### src/hdl/bwlp_pkg.sv
// bwlp_pkg: widths, constants and state types of the variable-cutoff butterworth low-pass
// used by the channel interfaces and the top level; no dependencies
`default_nettype none

package bwlp_pkg;

  localparam int SW      = 16;          // sample width, q1.15
  localparam int FRAC    = 30;          // coefficient fraction bits
  localparam int RATE_W  = 18;
  localparam int FC_W    = 17;
  localparam int W_W     = FRAC + 2;    // w, q2.30
  localparam int W2_W    = FRAC + 4;    // floor(w*w/2^30)
  localparam int W3_W    = FRAC + 6;    // floor(w2*w/2^30)
  localparam int WSH     = 40 - FRAC;   // drop from the q40 quotient
  localparam int S_W     = SW + 3;      // x + 3*x1 + 3*x2 + x3
  localparam int COEF_W  = 42;
  localparam int ACC_W   = 68;
  localparam int DIV_W   = 64;          // dividend and quotient bits
  localparam int REM_W   = 40;
  localparam int MR_W    = 32;
  localparam int CNT_W   = 7;

  localparam logic [42:0]         TWO_PI_Q40 = 43'h6487ED5110B;
  localparam logic [RATE_W-1:0]   RATE_RESET = 18'd48000;
  localparam logic [W_W-1:0]      W_MAX      = '1;
  localparam logic signed [SW-1:0] SMAX      = 16'sh7fff;
  localparam logic signed [SW-1:0] SMIN      = 16'sh8000;
  localparam logic signed [COEF_W-1:0] ONE   = 42'sd1073741824;

  typedef enum logic [2:0] {
    S_IDLE,
    S_MUL,
    S_DIV,
    S_SETUP,
    S_OUT
  } state_e;

  typedef enum logic [3:0] {
    PH_FCP,
    PH_WDIV,
    PH_W2,
    PH_W3,
    PH_COEF,
    PH_P0,
    PH_P1,
    PH_P2,
    PH_P3,
    PH_NEG,
    PH_RND,
    PH_QDIV
  } phase_e;

endpackage

`default_nettype wire

### src/hdl/bwlp_in_if.sv
// bwlp_in_if: input channel, one sample and its cutoff per transaction
// depends on bwlp_pkg
`default_nettype none

interface bwlp_in_if
  import bwlp_pkg::*;
();
  logic                    valid;
  logic                    ready;
  logic signed [SW-1:0]    sample_in;
  logic        [FC_W-1:0]  cutoff_hz;

  modport source (output valid, sample_in, cutoff_hz, input ready);
  modport sink   (input valid, sample_in, cutoff_hz, output ready);
endinterface

`default_nettype wire

### src/hdl/bwlp_out_if.sv
// bwlp_out_if: output channel, one filtered sample per transaction
// depends on bwlp_pkg
`default_nettype none

interface bwlp_out_if
  import bwlp_pkg::*;
();
  logic                 valid;
  logic                 ready;
  logic signed [SW-1:0] sample_out;

  modport source (output valid, sample_out, input ready);
  modport sink   (input valid, sample_out, output ready);
endinterface

`default_nettype wire

### src/hdl/butterworth_lowpass_variable_cutoff.sv
// butterworth_lowpass_variable_cutoff: third-order bilinear low-pass, cutoff per sample
// depends on bwlp_pkg, bwlp_in_if, bwlp_out_if
//
// usage:
//   in_i carries one q1.15 sample and a cutoff in hz per transaction; out_o returns
//   one saturated q1.15 sample for each. cfg_we_i/cfg_wdata_i write the sample rate
//   (reset value 48000); write it only while the block is idle.
//   the bit-serial shift-add multiplier and the one-bit-per-cycle restoring divider
//   share one 68-bit adder under a sequencer; coefficients and the input sum come
//   from fixed shift-add logic in the coefficient setup step.
//   the time from an input transaction to its result goes to the serial multiplies,
//   two 64-step divisions (one when the sample rate is zero) and the setup steps
//   between them. in_i.ready is high only while idle, so one sample is in flight
//   at a time.
//   if the receiver stalls, the result is held in the output register and no new
//   sample is taken until it is accepted.
//   reset clears the three past inputs and outputs and returns to idle.
`default_nettype none

module butterworth_lowpass_variable_cutoff
  import bwlp_pkg::*;
(
  input  logic              clk_i,
  input  logic              rst_ni,
  input  logic              cfg_we_i,
  input  logic [RATE_W-1:0] cfg_wdata_i,
  bwlp_in_if.sink           in_i,
  bwlp_out_if.source        out_o
);

  state_e state_q, state_d;
  phase_e phase_q, phase_d;

  logic [RATE_W-1:0]        rate_q;
  logic signed [SW-1:0]     x_q, x_d, x1_q, x1_d, x2_q, x2_d, x3_q, x3_d;
  logic signed [SW-1:0]     y1_q, y1_d, y2_q, y2_d, y3_q, y3_d, out_q, out_d;
  logic [W_W-1:0]           w_q, w_d;
  logic [W2_W-1:0]          w2_q, w2_d;
  logic [W3_W-1:0]          w3_q, w3_d;
  logic signed [COEF_W-1:0] a_q, a_d, b_q, b_d, c_q, c_d, d_q, d_d;
  logic signed [S_W-1:0]    s_q, s_d;
  logic [ACC_W-1:0]         acc_q, acc_d, mc_q, mc_d;
  logic [MR_W-1:0]          mr_q, mr_d;
  logic [CNT_W-1:0]         cnt_q, cnt_d;
  logic                     sgn_q, sgn_d, neg_q, neg_d;
  logic [REM_W-1:0]         rem_q, rem_d, div_q, div_d;

  // shared adder
  logic [ACC_W-1:0] add_a, add_b, add_sum;
  logic             add_ci;
  assign add_sum = add_a + add_b + ACC_W'(add_ci);

  logic last;
  assign last = (cnt_q == CNT_W'(1));

  // restoring divider step, subtraction done on the shared adder
  logic [REM_W:0] rem_sh, rem_sub;
  logic           rem_ge;
  assign rem_sh  = {rem_q, acc_q[DIV_W-1]};
  assign rem_sub = add_sum[REM_W:0];
  assign rem_ge  = !rem_sub[REM_W];

  // w from the q40 quotient, saturated to q2.30
  logic [W_W-1:0] w_sat;
  assign w_sat = (|acc_q[DIV_W-1:WSH+W_W]) ? W_MAX : acc_q[WSH+W_W-1:WSH];

  // coefficients and input sum
  logic signed [COEF_W-1:0] we, w2e, w3e, a_c, b_c, c_c, d_c;
  assign we  = COEF_W'(w_q);
  assign w2e = COEF_W'(w2_q);
  assign w3e = COEF_W'(w3_q);
  assign a_c = (ONE <<< 3) + (we <<< 3) + (w2e <<< 2) + w3e;
  assign b_c = (ONE <<< 4) + (ONE <<< 3) + (we <<< 3) - (w2e <<< 2) - (w3e <<< 1) - w3e;
  assign c_c = (we <<< 3) + (w2e <<< 2) - (w3e <<< 1) - w3e - (ONE <<< 4) - (ONE <<< 3);
  assign d_c = (ONE <<< 3) - (we <<< 3) + (w2e <<< 2) - w3e;

  logic signed [S_W-1:0] xe, x12, s_c;
  assign xe  = S_W'(x_q);
  assign x12 = S_W'(x1_q) + S_W'(x2_q);
  assign s_c = xe + (x12 <<< 1) + x12 + S_W'(x3_q);

  // output saturation
  logic [DIV_W-1:0]     qv;
  logic signed [SW-1:0] y_c;
  assign qv = acc_q[DIV_W-1:0];
  always_comb begin
    if (neg_q) begin
      y_c = (qv > DIV_W'({1'b0, SMIN})) ? SMIN : -$signed(qv[SW-1:0]);
    end else begin
      y_c = (qv > DIV_W'(SMAX)) ? SMAX : $signed(qv[SW-1:0]);
    end
  end

  assign in_i.ready       = (state_q == S_IDLE);
  assign out_o.valid      = (state_q == S_OUT);
  assign out_o.sample_out = out_q;

  always_comb begin
    state_d = state_q;
    phase_d = phase_q;
    x_d = x_q; x1_d = x1_q; x2_d = x2_q; x3_d = x3_q;
    y1_d = y1_q; y2_d = y2_q; y3_d = y3_q; out_d = out_q;
    w_d = w_q; w2_d = w2_q; w3_d = w3_q;
    a_d = a_q; b_d = b_q; c_d = c_q; d_d = d_q; s_d = s_q;
    acc_d = acc_q; mc_d = mc_q; mr_d = mr_q; cnt_d = cnt_q;
    sgn_d = sgn_q; neg_d = neg_q; rem_d = rem_q; div_d = div_q;
    add_a  = acc_q;
    add_b  = '0;
    add_ci = 1'b0;
    unique case (state_q)
      S_IDLE: begin
        if (in_i.valid) begin
          x_d     = in_i.sample_in;
          acc_d   = '0;
          mc_d    = ACC_W'(TWO_PI_Q40);
          mr_d    = MR_W'(in_i.cutoff_hz);
          cnt_d   = CNT_W'(FC_W);
          sgn_d   = 1'b0;
          phase_d = PH_FCP;
          state_d = S_MUL;
        end
      end
      S_MUL: begin
        // two's complement multiplier: the sign bit weighs negative
        if (mr_q[0]) begin
          add_b  = (last && sgn_q) ? ~mc_q : mc_q;
          add_ci = last && sgn_q;
        end
        acc_d = add_sum;
        mc_d  = mc_q << 1;
        mr_d  = mr_q >> 1;
        cnt_d = cnt_q - CNT_W'(1);
        if (last) state_d = S_SETUP;
      end
      S_DIV: begin
        add_a  = ACC_W'(rem_sh);
        add_b  = ~ACC_W'({1'b0, div_q});
        add_ci = 1'b1;
        rem_d = rem_ge ? rem_sub[REM_W-1:0] : rem_sh[REM_W-1:0];
        acc_d = {acc_q[ACC_W-2:0], rem_ge};
        cnt_d = cnt_q - CNT_W'(1);
        if (last) state_d = S_SETUP;
      end
      S_SETUP: begin
        unique case (phase_q)
          PH_FCP: begin
            phase_d = PH_WDIV;
            if (rate_q == '0) begin
              acc_d = '1;  // saturates w
            end else begin
              rem_d   = '0;
              div_d   = REM_W'(rate_q);
              cnt_d   = CNT_W'(DIV_W);
              state_d = S_DIV;
            end
          end
          PH_WDIV: begin
            w_d     = w_sat;
            acc_d   = '0;
            mc_d    = ACC_W'(w_sat);
            mr_d    = MR_W'(w_sat);
            cnt_d   = CNT_W'(W_W);
            sgn_d   = 1'b0;
            phase_d = PH_W2;
            state_d = S_MUL;
          end
          PH_W2: begin
            w2_d    = acc_q[FRAC+W2_W-1:FRAC];
            acc_d   = '0;
            mc_d    = ACC_W'(acc_q[FRAC+W2_W-1:FRAC]);
            mr_d    = MR_W'(w_q);
            cnt_d   = CNT_W'(W_W);
            phase_d = PH_W3;
            state_d = S_MUL;
          end
          PH_W3: begin
            w3_d    = acc_q[FRAC+W3_W-1:FRAC];
            phase_d = PH_COEF;
          end
          PH_COEF: begin
            a_d = a_c; b_d = b_c; c_d = c_c; d_d = d_c; s_d = s_c;
            phase_d = PH_P0;
          end
          PH_P0: begin
            acc_d   = '0;
            mc_d    = ACC_W'(w3_q);
            mr_d    = MR_W'(s_q);
            cnt_d   = CNT_W'(S_W);
            sgn_d   = 1'b1;
            phase_d = PH_P1;
            state_d = S_MUL;
          end
          PH_P1: begin
            mc_d    = ACC_W'(b_q);
            mr_d    = MR_W'(y1_q);
            cnt_d   = CNT_W'(SW);
            phase_d = PH_P2;
            state_d = S_MUL;
          end
          PH_P2: begin
            mc_d    = ACC_W'(c_q);
            mr_d    = MR_W'(y2_q);
            cnt_d   = CNT_W'(SW);
            phase_d = PH_P3;
            state_d = S_MUL;
          end
          PH_P3: begin
            mc_d    = ACC_W'(d_q);
            mr_d    = MR_W'(y3_q);
            cnt_d   = CNT_W'(SW);
            phase_d = PH_NEG;
            state_d = S_MUL;
          end
          PH_NEG: begin
            neg_d = acc_q[ACC_W-1];
            if (acc_q[ACC_W-1]) begin
              add_a  = '0;
              add_b  = ~acc_q;
              add_ci = 1'b1;
            end
            acc_d   = add_sum;
            phase_d = PH_RND;
          end
          PH_RND: begin
            // round half away from zero on the magnitude
            add_b   = ACC_W'(a_q[COEF_W-1:1]);
            acc_d   = add_sum;
            rem_d   = '0;
            div_d   = a_q[REM_W-1:0];
            cnt_d   = CNT_W'(DIV_W);
            phase_d = PH_QDIV;
            state_d = S_DIV;
          end
          PH_QDIV: begin
            out_d = y_c;
            x3_d = x2_q; x2_d = x1_q; x1_d = x_q;
            y3_d = y2_q; y2_d = y1_q; y1_d = y_c;
            state_d = S_OUT;
          end
          default: state_d = S_IDLE;
        endcase
      end
      S_OUT: begin
        if (out_o.ready) state_d = S_IDLE;
      end
      default: state_d = S_IDLE;
    endcase
  end

  always_ff @(posedge clk_i or negedge rst_ni) begin
    if (!rst_ni) begin
      state_q <= S_IDLE;
      phase_q <= PH_FCP;
      rate_q  <= RATE_RESET;
      x1_q <= '0; x2_q <= '0; x3_q <= '0;
      y1_q <= '0; y2_q <= '0; y3_q <= '0;
    end else begin
      state_q <= state_d;
      phase_q <= phase_d;
      if (cfg_we_i) rate_q <= cfg_wdata_i;
      x1_q <= x1_d; x2_q <= x2_d; x3_q <= x3_d;
      y1_q <= y1_d; y2_q <= y2_d; y3_q <= y3_d;
    end
  end

  always_ff @(posedge clk_i) begin
    x_q <= x_d; out_q <= out_d;
    w_q <= w_d; w2_q <= w2_d; w3_q <= w3_d;
    a_q <= a_d; b_q <= b_d; c_q <= c_d; d_q <= d_d; s_q <= s_d;
    acc_q <= acc_d; mc_q <= mc_d; mr_q <= mr_d; cnt_q <= cnt_d;
    sgn_q <= sgn_d; neg_q <= neg_d; rem_q <= rem_d; div_q <= div_d;
  end

  a_no_overlap: assert property (@(posedge clk_i) disable iff (!rst_ni)
    out_o.valid |-> !in_i.ready) else $error("input ready while result pending");

  a_start: assert property (@(posedge clk_i) disable iff (!rst_ni)
    (in_i.valid && in_i.ready) |=> (state_q == S_MUL && phase_q == PH_FCP))
    else $error("sequencer did not start on transaction");

  a_rem_bound: assert property (@(posedge clk_i) disable iff (!rst_ni)
    (state_q == S_DIV) |-> (rem_q < div_q)) else $error("divider remainder out of range");

  a_hist: assert property (@(posedge clk_i) disable iff (!rst_ni)
    out_o.valid |-> (y1_q == out_o.sample_out)) else $error("output history mismatch");

endmodule

`default_nettype wire

### src/flat_wrapper.sv
// flat-port wrapper written by rule: the top's interface ports become plain ports
module butterworth_lowpass_variable_cutoff_flat import bwlp_pkg::*;
  (clk_i, rst_ni, cfg_we_i, cfg_wdata_i, in_i_valid, in_i_sample_in, in_i_cutoff_hz, in_i_ready, out_o_valid, out_o_sample_out, out_o_ready);
  bwlp_in_if in_i_i ();
  bwlp_out_if out_o_i ();
  input  logic clk_i;
  input  logic rst_ni;
  input  logic cfg_we_i;
  input  logic [RATE_W-1:0] cfg_wdata_i;
  input wire logic [$bits(in_i_i.valid)-1:0] in_i_valid;
  input wire logic [$bits(in_i_i.sample_in)-1:0] in_i_sample_in;
  input wire logic [$bits(in_i_i.cutoff_hz)-1:0] in_i_cutoff_hz;
  output wire logic [$bits(in_i_i.ready)-1:0] in_i_ready;
  output wire logic [$bits(out_o_i.valid)-1:0] out_o_valid;
  output wire logic [$bits(out_o_i.sample_out)-1:0] out_o_sample_out;
  input wire logic [$bits(out_o_i.ready)-1:0] out_o_ready;
  assign in_i_i.valid = in_i_valid;
  assign in_i_i.sample_in = in_i_sample_in;
  assign in_i_i.cutoff_hz = in_i_cutoff_hz;
  assign in_i_ready = in_i_i.ready;
  assign out_o_valid = out_o_i.valid;
  assign out_o_sample_out = out_o_i.sample_out;
  assign out_o_i.ready = out_o_ready;
  butterworth_lowpass_variable_cutoff u_core (.clk_i(clk_i), .rst_ni(rst_ni), .cfg_we_i(cfg_we_i), .cfg_wdata_i(cfg_wdata_i), .in_i(in_i_i), .out_o(out_o_i));
endmodule
### config.mk
export PLATFORM = sky130hd
export DESIGN_NAME = butterworth_lowpass_variable_cutoff_flat
export DESIGN_NICKNAME = d
export VERILOG_FILES = /design/src/hdl/bwlp_pkg.sv /design/src/hdl/bwlp_in_if.sv /design/src/hdl/bwlp_out_if.sv /design/src/hdl/butterworth_lowpass_variable_cutoff.sv /design/src/flat_wrapper.sv
export SDC_FILE = /design/constraint.sdc
export NUM_CORES = 2
export LEC_CHECK = 0
export ABC_AREA = 0
export BUFFER_PORTS_ARGS = -buffer_cell sky130_fd_sc_hd__buf_4
export CORE_MARGIN = 4
export CORE_UTILIZATION = 44
export DETAILED_ROUTE_END_ITERATION = 8
export PLACE_DENSITY_LB_ADDON = 0.05
export REMOVE_ABC_BUFFERS = 1
export SLEW_MARGIN = 20
export SYNTH_ARGS = -nofsm -noshare
export SYNTH_HDL_FRONTEND = slang
export SYNTH_SLANG_ARGS = --single-unit
### constraint.sdc
create_clock -name clk_i -period 26.4 [get_ports clk_i]
set_clock_uncertainty 0.15 [all_clocks]
set_input_delay 5.28 -clock clk_i [delete_from_list [all_inputs] [get_ports clk_i]]
set_output_delay 5.28 -clock clk_i [all_outputs]
set_load 0.005 [all_outputs]
==> run metrics <==
RSZ-0062 raised after global routing no; FF+latch count, synth 689; Gates resized, CTS repair 0; vias per std cell 6.125; Final Routed Wirelength 167000 um; core area 110700 um2; clock slew seen by the registers of the worst setup and hold paths 60 ps; DRT iter0 DRCs 3915; Final Hold Viols 0; hold_sp u_core.y3_q[9]; Ports 74; Syn. warnings 0; Worst Max-Slew Pin Slew 1159 ps; Max Buffers Root-to-Sink 3; hold path depth 1; post-synth cell types 85; die area 116900 um2; CTS tree yes; share of layout cells above drive strength 1 10.14%; initial antenna violation count 0; main flop type after synthesis edfxtp_1; first-pass GRT wire length 249000 um; # rows 122; r2r startpoint u_core.state_q[0]; DP HPWL 124900 um; Netlist Area Pre-Place 49060 um2; number of synthesized flops with an enable pin 568; reg2reg setup slack 18910 ps; Critical Path RT 20970 ps; final setup violation count 0; Die X 341.9 um; DRC errors left 0; post-route ant nets 0; count leader, synth edfxtp_1; slowest cell on the critical path nor3_1; Worst Hold End u_core.y3_q[9]; Antenna Cells 0; Setup Crit Path Kind reg2out; min Tclk post-route 7707 ps; Hold Buf Count CTS 0; worst path cell trace buf_4 > nor3_1 > buf_4; Port Buf Inserts 73; largest net degree at the start of global routing 78; die height 341.9 um; Critical Path Start Type flip-flop; register area share after synthesis 40.95%; ranking of synthesized cells by area edfxtp_1 35%, fa_1 8.5%, ha_1 8.1%, dfrtp_1 5.8%, a21oi_1 3.9%; clock sinks 689; max-slew violation count 0; share of the synthesized area in the top cell type 34.76%; post-CTS setup buffers 0; final net count 5296; TNS Setup 0 ps; Hold Crit Class reg2reg; Area Overhead vs Synth 10.85%; Async S/R FF share, synth 17.56%; worst reg-to-reg path cell count 19; Via Count 38420; H-tree lvl count 3; vias in the first global route 36990; DR WL/cell 26.63 um; Tot GR Track Use 28.22%; cell mode on critical path buf_4; syn_area_per_cell 10.45 um2; max cap viols 0; fmax 129.7 MHz; r2r endpoint u_core.acc_q[63]; initial core utilization 44.33%; status completed; crit end category primary output; DRT Pass-1 Iters 7; list of most frequent post-synthesis cells 568 x edfxtp_1, 470 x nand2_1, 380 x a21oi_1; CP max stage delay 730 ps; CTS Root Cell clkbuf_16; worst-path fanout max 24; Placer Congestion 0.9240; Syn Inst Count 4694; total CTS buffers 87; total grt overflow 0; worst relative slew slack 21.72%; arrival time worst endpoint 2280 ps; clk_lat worst skew 700 ps; largest area contributor in the netlist edfxtp_1; crit share post-route 29.19%
[registers in the layout, summed over array words and instances (netlist names), 19 cells and up]
name / flops
u_core.mc_q: 68
u_core.rem_q: 40
u_core.w3_q: 36
u_core.acc_q: 68
u_core.w_q: 32
u_core.mr_q: 32
u_core.w2_q: 34
u_core.s_q: 19
u_core.div_q: 38
u_core.a_q: 37
u_core.c_q: 41
u_core.d_q: 42
u_core.b_q: 40
[worst max-delay path: cells and delay by family, from the launching register on]
kind / cells / cell delay [ps]
buf+inv: 2 / 490
simple gates: 1 / 730
flops: 1 / 370
[worst max-delay path by stage]
stage | from | endpoint | slack, ps | cells after the start
finish | u_core.state_q[1] | in_i_ready | 18690 | 3
global route | u_core.state_q[0] | u_core.acc_q[63] | 18350 | 19
CTS | u_core.state_q[1] | in_i_ready | 18560 | 3
detailed placement | in_i_valid | u_core.mc_q[59] | 18640 | 6
global placement | in_i_valid | u_core.mc_q[60] | 18670 | 6
floorplan | u_core.state_q[1] | u_core.state_q[1] | 6580 | 7
[cells by family (layout without fill, tap and decap cells)]
kind of cell,after synthesis,count (layout),share of synthesized area [%]
AO/OA/AOI/OAI,1312,1312,17.95
AND/OR/NAND/NOR,1260,1260,12.18
flip-flops,689,689,40.95
adder cells (fa/ha/maj),527,527,16.62
buffers and inverters,440,531,3.387
XOR/XNOR,346,346,6.176
multiplexers,120,120,2.736
[placed cells by master, fill, tap and decap left out, types with 16 or more instances in the layout]
cell and instances:
edfxtp_1 568, nand2_1 468, a21oi_1 374, ha_1 319, o21ai_0 263, nor2_1 234
inv_1 211, fa_1 208, xnor2_1 190, buf_4 159, xor2_1 154, a21o_1 149
dfrtp_1 114, mux2_2 113, nand3_1 100, clkbuf_16 89, nor3_1 70, nand2b_1 69
o221ai_1 66, and3_1 53, a221oi_1 51, a222oi_1 47, nand4_1 44, a221o_1 44
and2_1 43, o21bai_1 43, nor2b_1 40, o21a_1 36, nor4_1 32, or3_1 26
a31oi_1 25, a211oi_1 24, o211ai_1 24, clkbuf_1 24, a22oi_1 18, or2_2 16
[area by class of cell]
| cell class | count | area (um2) |
|---|---|---|
| inverter | 211 | 792.0 |
| clock buffer | 116 | 2359 |
| tap | 1488 | 1862 |
| timing repair buffer | 159 | 1194 |
| sequential | 689 | 20090 |
| multi-input combinational | 3565 | 27490 |
| clock inverter | 45 | 595.6 |
| fill | 10320 | 56280 |
[stage by stage]
stage	utilization [%]	area [um2]	std cells	setup WS [ps]	hold WS, ps
3_5_place_dp	46.47	51430	6112	18640	346.9
2_1_floorplan	-	48200	4465	6585	310.7
6_report	49.14	54390	6273	18690	363.6
3_3_place_gp	46.47	51430	6112	18670	340.1
4_1_cts	49.14	54390	6273	18560	362.3
5_1_grt	49.14	54390	6273	18350	374.1
[layer usage]
layer | GRT usage [%] | routed length, um | up-vias
met5 | 0 | 0 | -
met4 | 9.316 | 6190 | 0
met3 | 3.454 | 9468 | 272
met2 | 44.84 | 76270 | 1280
met1 | 40.23 | 75120 | 19410
li1 | - | - | 17460
Power is not shown: default switching activity piles up to over one toggle a cycle in this logic, so the estimate is an artifact.
